--- src/rtl/core/stxr_pkg.sv ---
// ----------------------------------------------------------------------------
// stxr_pkg: shared types and constants of the STX/ETX frame receiver
// Frame positions, status codes, register indexes and the result item type.
// ----------------------------------------------------------------------------
`default_nettype none

package stxr_pkg;

   // Frame layout
   localparam int unsigned POS_WIDTH = 4;
   localparam logic [POS_WIDTH-1:0] POS_HUNT          = 4'd0;
   localparam logic [POS_WIDTH-1:0] POS_LENGTH        = 4'd1;
   localparam logic [POS_WIDTH-1:0] POS_ID            = 4'd2;
   localparam logic [POS_WIDTH-1:0] POS_PAYLOAD_FIRST = 4'd3;
   localparam logic [POS_WIDTH-1:0] POS_PAYLOAD_LAST  = 4'd10;
   localparam logic [POS_WIDTH-1:0] POS_CHECKSUM      = 4'd11;
   localparam logic [POS_WIDTH-1:0] POS_END           = 4'd12;

   localparam int unsigned PAYLOAD_BYTES = 8;

   // Frame status codes
   localparam logic [1:0] STATUS_OK        = 2'd0;
   localparam logic [1:0] STATUS_BAD_END   = 2'd1;
   localparam logic [1:0] STATUS_BAD_CHECK = 2'd2;

   // Register indexes and reset values
   localparam int unsigned CSR_INDEX_WIDTH = 4;
   localparam logic [CSR_INDEX_WIDTH-1:0] CSR_START_BYTE = 4'd0;
   localparam logic [CSR_INDEX_WIDTH-1:0] CSR_END_BYTE   = 4'd1;
   localparam logic [7:0] START_BYTE_RESET = 8'h02;
   localparam logic [7:0] END_BYTE_RESET   = 8'h03;

   // One result item
   typedef struct packed {
      logic [63:0] payload;
      logic [7:0]  frame_id;
      logic [7:0]  frame_length;
      logic [1:0]  frame_status;
   } frame_result_type;

   localparam int unsigned RSP_DATA_WIDTH = 88;

endpackage

`default_nettype wire

--- src/rtl/core/stxr_collect.sv ---
// ----------------------------------------------------------------------------
// stxr_collect: frame hunter and collector
// Tracks the byte position, holds length, ID, payload and checksum bytes,
// keeps the running sum and builds the result item at the end byte.
// ----------------------------------------------------------------------------
`default_nettype none

module stxr_collect
   import stxr_pkg::*;
(
   input  wire logic             clock,
   input  wire logic             reset,
   input  wire logic             in_valid,
   input  wire logic [7:0]       in_byte,
   output logic                  in_ready,
   input  wire logic             out_free,
   input  wire logic [7:0]       start_byte,
   input  wire logic [7:0]       end_byte,
   output logic                  result_valid,
   output frame_result_type      result
);

   logic [POS_WIDTH-1:0] pos_ff, pos_in;
   logic [7:0]           sum_ff, sum_in;
   logic [7:0]           length_ff, length_in;
   logic [7:0]           id_ff, id_in;
   logic [63:0]          payload_ff, payload_in;
   logic [7:0]           check_ff, check_in;
   logic                 hunting;
   logic                 at_end;
   logic                 accept;

   assign hunting  = (pos_ff == POS_HUNT) || (pos_ff > POS_END);
   assign at_end   = (pos_ff == POS_END);
   // Stall only on the end byte, and only while the result slot is taken
   assign in_ready = !at_end || out_free;
   assign accept   = in_valid && in_ready;

   // Next position and collected fields
   always_comb begin
      pos_in     = pos_ff;
      sum_in     = sum_ff;
      length_in  = length_ff;
      id_in      = id_ff;
      payload_in = payload_ff;
      check_in   = check_ff;
      if (accept) begin
         if (hunting) begin
            if (in_byte == start_byte) begin
               pos_in     = POS_LENGTH;
               sum_in     = '0;
               length_in  = '0;
               id_in      = '0;
               payload_in = '0;
               check_in   = '0;
            end else begin
               pos_in = POS_HUNT;
            end
         end else if (at_end) begin
            pos_in = POS_HUNT;
         end else begin
            pos_in = pos_ff + 1'b1;
            if (pos_ff >= POS_ID && pos_ff <= POS_PAYLOAD_LAST) begin
               sum_in = sum_ff + in_byte;
            end
            if (pos_ff == POS_LENGTH) begin
               length_in = in_byte;
            end
            if (pos_ff == POS_ID) begin
               id_in = in_byte;
            end
            if (pos_ff == POS_CHECKSUM) begin
               check_in = in_byte;
            end
            // Write the byte lane that matches the position
            for (int i = 0; i < PAYLOAD_BYTES; i++) begin
               if (pos_ff == POS_PAYLOAD_FIRST + POS_WIDTH'(i)) begin
                  payload_in[8*i +: 8] = in_byte;
               end
            end
         end
      end
   end

   // Build the result on the end byte; end byte checked before checksum
   always_comb begin
      result_valid        = accept && at_end;
      result.frame_length = length_ff;
      result.frame_id     = id_ff;
      result.payload      = payload_ff;
      priority if (in_byte != end_byte) begin
         result.frame_status = STATUS_BAD_END;
      end else if (check_ff != sum_ff) begin
         result.frame_status = STATUS_BAD_CHECK;
      end else begin
         result.frame_status = STATUS_OK;
      end
   end

   // Position register
   always_ff @(posedge clock) begin
      if (reset) begin
         pos_ff <= POS_HUNT;
      end else begin
         pos_ff <= pos_in;
      end
   end

   // Collected fields
   always_ff @(posedge clock) begin
      if (reset) begin
         sum_ff     <= '0;
         length_ff  <= '0;
         id_ff      <= '0;
         payload_ff <= '0;
         check_ff   <= '0;
      end else begin
         sum_ff     <= sum_in;
         length_ff  <= length_in;
         id_ff      <= id_in;
         payload_ff <= payload_in;
         check_ff   <= check_in;
      end
   end

   // Position never leaves the frame range
   a_pos_range: assert property (@(posedge clock) disable iff (reset)
      pos_ff <= POS_END)
      else $error("byte position out of range");

   // A result is produced only into a free slot
   a_result_free: assert property (@(posedge clock) disable iff (reset)
      result_valid |-> out_free)
      else $error("result produced while slot is taken");

   // After the end byte the block hunts again
   a_end_hunt: assert property (@(posedge clock) disable iff (reset)
      (accept && at_end) |=> (pos_ff == POS_HUNT))
      else $error("no return to hunting after end byte");

endmodule

`default_nettype wire

--- src/rtl/core/stxr_out_reg.sv ---
// ----------------------------------------------------------------------------
// stxr_out_reg: result register
// Holds one result item until the downstream side takes it.
// ----------------------------------------------------------------------------
`default_nettype none

module stxr_out_reg
   import stxr_pkg::*;
(
   input  wire logic             clock,
   input  wire logic             reset,
   input  wire logic             load,
   input  frame_result_type      result,
   output logic                  free,
   output logic                  rsp_tvalid,
   input  wire logic             rsp_tready,
   output logic [RSP_DATA_WIDTH-1:0] rsp_tdata
);

   localparam int unsigned PAD_WIDTH = RSP_DATA_WIDTH - $bits(frame_result_type);

   logic             valid_ff, valid_in;
   frame_result_type data_ff;

   assign free = !valid_ff || rsp_tready;

   // Set on load, clear when taken
   always_comb begin
      valid_in = valid_ff;
      if (load) begin
         valid_in = 1'b1;
      end else if (rsp_tready) begin
         valid_in = 1'b0;
      end
   end

   always_ff @(posedge clock) begin
      if (reset) begin
         valid_ff <= 1'b0;
      end else begin
         valid_ff <= valid_in;
      end
   end

   // Payload holds until the next load
   always_ff @(posedge clock) begin
      if (load) begin
         data_ff <= result;
      end
   end

   assign rsp_tvalid = valid_ff;
   assign rsp_tdata  = {{PAD_WIDTH{1'b0}}, data_ff};

endmodule

`default_nettype wire

--- src/rtl/core/stx_etx_frame_receiver.sv ---
// The result item appears in the cycle after the end byte is accepted.
// Throughput: one received byte per cycle but for the end byte stall below; one result per 13-byte frame.
// The end byte is held off only while the previous result still waits.
// Reset (synchronous, active high) returns to hunting, clears the collected
// fields and loads start byte 0x02 and end byte 0x03; no clearing pass.
// ----------------------------------------------------------------------------
// stx_etx_frame_receiver: STX/ETX frame receiver with additive checksum
// Hunts for the start byte, collects a 13-byte frame and reports its status,
// length, ID and payload.
// ----------------------------------------------------------------------------
`default_nettype none

module stx_etx_frame_receiver
   import stxr_pkg::*;
(
   input  wire logic                       clock,
   input  wire logic                       reset,
   // Received byte stream
   input  wire logic                       req_tvalid,
   output logic                            req_tready,
   input  wire logic [7:0]                 req_tdata,  // [7:0] rx_byte
   // Frame results
   output logic                            rsp_tvalid,
   input  wire logic                       rsp_tready,
   // [1:0] frame_status, [9:2] frame_length, [17:10] frame_id,
   // [81:18] payload, [87:82] zero
   output logic [RSP_DATA_WIDTH-1:0]       rsp_tdata,
   // Register writes
   input  wire logic                       csr_wen,
   input  wire logic [CSR_INDEX_WIDTH-1:0] csr_index,
   input  wire logic [7:0]                 csr_wdata
);

   logic [7:0]       start_byte_ff;
   logic [7:0]       end_byte_ff;
   logic             out_free;
   logic             result_valid;
   frame_result_type result;

   // Configuration registers; other indexes are dropped
   always_ff @(posedge clock) begin
      if (reset) begin
         start_byte_ff <= START_BYTE_RESET;
         end_byte_ff   <= END_BYTE_RESET;
      end else if (csr_wen) begin
         if (csr_index == CSR_START_BYTE) begin
            start_byte_ff <= csr_wdata;
         end
         if (csr_index == CSR_END_BYTE) begin
            end_byte_ff <= csr_wdata;
         end
      end
   end

   stxr_collect u_collect (
      .clock        (clock),
      .reset        (reset),
      .in_valid     (req_tvalid),
      .in_byte      (req_tdata),
      .in_ready     (req_tready),
      .out_free     (out_free),
      .start_byte   (start_byte_ff),
      .end_byte     (end_byte_ff),
      .result_valid (result_valid),
      .result       (result)
   );

   stxr_out_reg u_out_reg (
      .clock      (clock),
      .reset      (reset),
      .load       (result_valid),
      .result     (result),
      .free       (out_free),
      .rsp_tvalid (rsp_tvalid),
      .rsp_tready (rsp_tready),
      .rsp_tdata  (rsp_tdata)
   );

endmodule

`default_nettype wire

--- config.mk ---
export PLATFORM = sky130hd
export DESIGN_NAME = stx_etx_frame_receiver
export DESIGN_NICKNAME = d
export VERILOG_FILES = /design/src/rtl/core/stxr_pkg.sv /design/src/rtl/core/stxr_collect.sv /design/src/rtl/core/stxr_out_reg.sv /design/src/rtl/core/stx_etx_frame_receiver.sv
export SDC_FILE = /design/constraint.sdc
export NUM_CORES = 1
export LEC_CHECK = 0
export BUFFER_PORTS_ARGS = -buffer_cell sky130_fd_sc_hd__buf_4
export CAP_MARGIN = 5
export CORE_MARGIN = 2
export CORE_UTILIZATION = 35
export CTS_CLUSTER_SIZE = 25
export DETAILED_ROUTE_END_ITERATION = 6
export SLEW_MARGIN = 40
export SYNTH_ARGS = -nofsm -noshare
export SYNTH_HDL_FRONTEND = slang
export SYNTH_SLANG_ARGS = --single-unit
export TNS_END_PERCENT = 1
--- constraint.sdc ---
create_clock -name clock -period 10.3 [get_ports clock]
set_input_delay 1.03 -clock clock [delete_from_list [all_inputs] [get_ports clock]]
set_output_delay 1.03 -clock clock [all_outputs]
set_load 0.02 [all_outputs]
==> results of run 1 <==
## worst max-delay path, cell delays in order, from the launching register on
cell,delay [ps]
dfxtp_1,350
inv_1,140
ha_1,420
or3b_4,460
o21ai_4,200
o21a_1,600
or3_1,520
mux2i_1,240
nor2_1,60
## power groups by stage
| stage | clock network, uW | registers [uW] | logic, uW |
|---|---|---|---|
| 6_report | 632 | 821 | 76.7 |
| 5_1_grt | 684 | 821 | 83.6 |
| 3_5_place_dp | 0 | 839 | 77.6 |
| 4_1_cts | 648 | 821 | 77.8 |
| 2_1_floorplan | 0 | 838 | 57.0 |
| 3_3_place_gp | 0 | 839 | 76.8 |
## layout make-up
| class | count | share of cell area, % |
|---|---|---|
| clock buffer | 20 | 4.924 |
| clock inverter | 12 | 1.214 |
| inverter | 7 | 0.2833 |
| multi-input combinational | 383 | 28.95 |
| sequential | 199 | 51.81 |
| tap | 280 | 3.778 |
| timing repair buffer | 111 | 9.039 |
## sequential cells by signal, summed over array words and instances (netlist names)
signal                flops
end_byte_ff               8
start_byte_ff             8
u_collect.check_ff        8
u_collect.id_ff           8
u_collect.length_ff       8
u_collect.payload_ff     64
u_collect.pos_ff          4
u_collect.sum_ff          8
u_out_reg.rsp_tdata      82
u_out_reg.rsp_tvalid      1
## cells in the final DEF, fill, tap and decap left out, drive strengths merged, types with 4 or more instances in the layout
master / instances
dfxtp: 117
nor2: 113
buf: 111
mux2i: 103
edfxtp: 82
a21oi: 22
clkbuf: 20
nand2: 19
xor2: 17
inv: 13
nor3: 13
xnor2: 11
ha: 11
and2: 8
o21ai: 8
or3: 6
conb: 6
nor4: 6
nor2b: 5
nand3: 4
clkinv: 4
## routing by layer
layer | vias up | part of all wire, % | global-route usage, % | routed length, um
met2 | 110 | 48 | 21.81 | 7529
met1 | 2193 | 46 | 18.30 | 7202
met3 | 27 | 4.2 | 2.873 | 667
met5 | - | 0 | 0 | 0
met4 | 0 | 2.7 | 6.008 | 426
li1 | 2359 | - | - | -
## worst min path at each step
stage                                          start                                end  slack (ps)  cells past startpoint
5_1_grt        u_collect.payload_ff[62]$_SDFFE_PP0P_  u_out_reg.rsp_tdata[80]$_DFFE_PP_         440                      0
6_report        u_collect.payload_ff[2]$_SDFFE_PP0P_  u_out_reg.rsp_tdata[20]$_DFFE_PP_         430                      0
3_5_place_dp    u_collect.payload_ff[8]$_SDFFE_PP0P_  u_out_reg.rsp_tdata[26]$_DFFE_PP_         420                      0
4_1_cts         u_collect.payload_ff[7]$_SDFFE_PP0P_  u_out_reg.rsp_tdata[25]$_DFFE_PP_         430                      0
3_3_place_gp         u_collect.id_ff[4]$_SDFFE_PP0P_  u_out_reg.rsp_tdata[14]$_DFFE_PP_         410                      0
2_1_floorplan        u_collect.id_ff[0]$_SDFFE_PP0P_  u_out_reg.rsp_tdata[10]$_DFFE_PP_         410                      0
## cells by family (layout without fill, tap and decap cells)
group	count (synthesis)	after routing	synth area share (%)
other	1	6	0.04866
multiplexers	103	103	13.38
AND/OR/NAND/NOR	186	186	11.61
flip-flops	199	199	62.35
buffers and inverters	46	150	3.166
XOR/XNOR	28	28	3.182
adder cells (fa/ha/maj)	12	12	2.046
AO/OA/AOI/OAI	48	48	4.222
## stage by stage
| stage | utilization [%] | power, uW | setup slack [ps] |
|---|---|---|---|
| finish | 42.76 | 1530 | 7162 |
| global route | 42.76 | 1589 | 6942 |
| CTS | 42.76 | 1547 | 7153 |
| detailed placement | 40.14 | 916.7 | 7135 |
| global placement | 40.06 | 915.8 | 7100 |
| floorplan | - | 895.2 | 2486 |
==> metrics, run 1 <==
Worst EP arrival=3430 ps; maxcap violations=0; Post-synth EDFFs=82; Pleak=0.003810 uW; vias per cell=4.633; Synth Warn #=0; clk_skew=16.54 ps; port buffer count=108; Netlist Area Pre-Place=0.007706 mm^2; Post-CTS Resized=0; initial antenna violation count=0; synth unique cells=49; setup TNS=0 ps; final wirelength=15830 um; Power per Cell Area=165.0 mW/mm^2; CTS buffer count=17; Final Hold Fails=0; Max FO, Critical Path=17; syn avg cell area=12.37 um^2; per-cell routed wire length=15.64 um; Sw Ratio=23.10%; Area after DPL=0.008705 mm^2; end of the critical path=u_collect.payload_ff[51]$_SDFFE_PP0P_; 1st-pass router iterations=4; CTS tree=yes; Synth top area share=31.95%; hold buffers post-CTS=0; relative slew slack=48.15%; Final Max Tran Viols=0; Placed Instances=980; final-layout fill cell count=2020; # IOs=115; critical path class=reg -> reg; P_int=1177 uW; vias in the first global route=4446; Final min period=3138 ps; Synth Register Bits=199; sequential cell area fraction in the yosys report=62.35%; Die Y=152.4 um; detailed-route via count=4689; Async S/R FF share, synth=0%; Clock Latency Late Sink=430 ps; antenna-violating nets left=0; transition time of the tightest slew-check pin=777.7 ps; Flop pwr share=53.7%; R2R Path End=u_collect.payload_ff[51]$_SDFFE_PP0P_; top post-synthesis cells by count=117 x dfxtp_1, 113 x nor2_1, 103 x mux2i_1; FF-to-FF Start=u_collect.pos_ff[0]$_SDFFE_PP0P_; multi-input logic area=0.002685 mm^2; run status=complete, no violations; clk root buf=clkbuf_16; full die area=0.02322 mm^2; Final Wtd Congestion=0.7379; synth top area cells=edfxtp_1 32%, dfxtp_1 30%, mux2i_1 13%, nor2_1 5.5%, xor2_1 1.9%; fin cells=1012; share of cells above drive strength 1=21.86%; area taken by flip-flops and latches=0.004805 mm^2; Final Cell Area=0.009274 mm^2; Worst VDD drop=0.1027 mV; Max Fclk=318.7 MHz; largest net degree at the start of global routing=87; CTS sink cnt=199; clk slew on worst S/H paths=70 ps; RSZ-0062 raised after global routing=false; area leader, netlist=edfxtp_1; die width=152.4 um; R2R Setup Slk=7160 ps; Worst Setup End Kind=register; clock network fraction of total power=41.3%; clock buffer depth=2; cell count after synthesis=623; most frequent cell after synthesis=dfxtp_1; Tcrit/Tclk final=30.46%; CP required=10600 ps; Std-Cell Rows=54; Switch Pwr=353.5 uW; startpoint type of the worst setup path=register; GRT Residual Overflow=0; DRC viols=0; Comb pwr share=5.0%; Antenna Cells=0; global-route wire length before repair=24970 um; Area growth syn-to-layout=20.34%; core footprint=0.02169 mm^2; worst min path class=reg -> reg; Setup-failing EPs final=0; hold_ws=428.6 ps; Initial Util=35.53%; htree depth=4; 1st-iter DRT viols=289; reg2reg path depth=8; Final nets=756; Setup Buffers After CTS=0; Tot GR Track Use=13.77%; Synth Flop Type=dfxtp_1; Post-DP HPWL=10390 um; CP startpoint=u_collect.pos_ff[0]$_SDFFE_PP0P_
Power figures use the tool's default switching activity.
==> run 2, diff against run 1 <==
--- a/config.mk
+++ b/config.mk
@@ -5,6 +5,7 @@
 export SDC_FILE = /design/constraint.sdc
 export NUM_CORES = 1
 export LEC_CHECK = 0
+export ABC_AREA = 1
 export BUFFER_PORTS_ARGS = -buffer_cell sky130_fd_sc_hd__buf_4
 export CAP_MARGIN = 5
 export CORE_MARGIN = 2
==> constraint.sdc (replaced) <==
create_clock -name clock -period 3 [get_ports clock]
set_input_delay 0.3 -clock clock [delete_from_list [all_inputs] [get_ports clock]]
set_output_delay 0.3 -clock clock [all_outputs]
set_load 0.02 [all_outputs]
==> run 2 against run 1 <==
Maximum frequency rose by 34%. Final cell count rose by 40%. Global-route usage rose by 1.5 points. Critical endpoint is now u_out_reg.rsp_tdata[8]$_DFFE_PP_. Largest power group unchanged.
==> metrics, run 2 <==
Tcrit/Tclk final=78.34%; largest net degree at the start of global routing=65; hold buffers post-CTS=0; # IOs=115; Tot GR Track Use=15.24%; Netlist Area Pre-Place=0.008349 mm^2; per-cell routed wire length=12.98 um; clk root buf=clkbuf_16; Synth Warn #=0; post-place setup slack=685.7 ps; antenna-violating nets left=0; CTS sink cnt=199; Final Cell Area=0.01001 mm^2; port buffer count=108; Async S/R FF share, synth=0%; CTS tree=yes; final wirelength=18350 um; maxcap violations=0; RSZ-0062 raised after global routing=false; relative slew slack=54.23%; critical path class=reg -> reg; vias per cell=4.319; Setup Buffers After CTS=0; cell count after synthesis=982; global-route wire length before repair=29040 um; Worst EP arrival=2430 ps; syn avg cell area=8.502 um^2; Final Max Tran Viols=0; startpoint type of the worst setup path=register; top post-synthesis cells by count=251 x nand2_1, 203 x nor2_1, 129 x inv_1; synth top area cells=edfxtp_1 29%, dfxtp_1 28%, nand2_1 11%, nor2_1 9.1%, inv_1 5.8%; end-of-flow core utilization=42.65%; initial antenna violation count=0; critical-path cell list=inv_1, ha_2, inv_2, nor2_4, nand3_4, nand2_2, inv_4, nand2_1, clkinvlp_4, buf_12; 1st-iter DRT viols=307; core footprint=0.02347 mm^2; Worst Setup End Kind=register; Post-CTS Resized=0; htree depth=4; most common cell after layout, fill and taps aside=nand2_1; commonest cells after routing, fill and taps aside=251 x nand2_1, 203 x nor2_1, 126 x inv_1; Synth Flop Type=dfxtp_1; Post-synth EDFFs=82; clk_skew=10.80 ps; worst min path class=in -> reg; Max Fclk=425.5 MHz; transition time of the tightest slew-check pin=685.7 ps; CP required=3080 ps; Area growth syn-to-layout=19.90%; max FFs per register=82; Final min period=2350 ps; Final Hold Fails=0; Final Wtd Congestion=0.8415; most frequent cell after synthesis=nand2_1; clk slew on worst S/H paths=70 ps; Die Y=158.5 um; Clock Latency Late Sink=430 ps; GRT Residual Overflow=0; CTS buffer count=17; Worst VDD drop=0.3683 mV; synth unique cells=42; Std-Cell Rows=56; detailed-route via count=6107; Setup WS post-layout=649.9 ps; share of cells above drive strength 1=17.17%; die width=158.5 um; area leader, netlist=edfxtp_1; Slowest-stage cell, CP=dfxtp_1; DRC viols=0; Power per Cell Area=603.6 mW/mm^2; Antenna Cells=0; vias in the first global route=5538; sequential cell area fraction in the yosys report=57.55%; Synth Register Bits=199; Initial Util=35.57%; critical path's largest stage delay=460 ps; Pleak=0.004704 uW; Final nets=1119; Synth top area share=29.49%; run status=complete, no violations; clock buffer depth=2; Setup-failing EPs final=0; 1st-pass router iterations=5; Post-DP HPWL=12070 um; Area after DPL=0.009420 mm^2; Max FO, Critical Path=64; power consumption=6042 uW; full die area=0.02511 mm^2; setup TNS=0 ps
[run 2: power breakdown]
| part | switching (uW) | leakage [uW] | total (uW) | internal, uW |
|---|---|---|---|---|
| Combinational | 485 | 0.00272 | 719 | 234 |
| Sequential | 78.1 | 0.00171 | 3030 | 2960 |
| Clock | 1030 | 0.000271 | 2290 | 1260 |
[run 2: path summary, 6_finish.rpt]
check	slack, ps	depth (start not counted)	startpoint	to
min reg2reg	430	0	u_collect.payload_ff[55]$_SDFFE_PP0P_	u_out_reg.rsp_tdata[73]$_DFFE_PP_
max reg2reg	650	10	u_collect.pos_ff[0]$_SDFFE_PP0P_	u_out_reg.rsp_tdata[8]$_DFFE_PP_
min	80	3	csr_wdata[0]	end_byte_ff[0]$_SDFFE_PP1P_
max	650	10	u_collect.pos_ff[0]$_SDFFE_PP0P_	u_out_reg.rsp_tdata[8]$_DFFE_PP_
[run 2: worst max-delay path: cells and delay by family (launching register included)]
kind          cells  cell delay (ps)
fa+ha+maj         1              210
buf+inv           5              900
simple gates      4              360
flops             1              460
[run 2: layout make-up]
cell class	instances	area [um^2]
sequential	199	4805
clock buffer	20	446.7
multi-input combinational	607	2795
timing repair buffer	113	873.3
tap	319	399.1
fill	2283	13460
inverter	144	548.0
clock inverter	12	143.9
[run 2: routing by layer]
metal	global-route usage, %	up-vias	wire, um
li1	-	3207	-
met1	20.57	2746	8845
met2	24.64	133	8488
met3	3.048	21	752
met4	4.891	0	265
met5	0	-	0
[run 2: logic make-up (layout without fill, tap and decap cells)]
logic type	count (synthesis)	count (layout)	synth area share (%)
AOI/OAI and AO/OA	57	57	3.671
xor gates and xnor gates	16	16	1.678
adders and majority gates	12	12	1.888
buffers and inverters	181	289	9.321
DFF	199	199	57.55
other	1	6	0.04491
and+or+nand+nor	516	516	25.85
[run 2: through the flow]
step / instances / hold slack (ps)
global route: 1414 / 68.73
finish: 1414 / 76.76
CTS: 1414 / 60.18
global placement: 1382 / 411.1
detailed placement: 1382 / 415.1
floorplan: 987 / 369.1
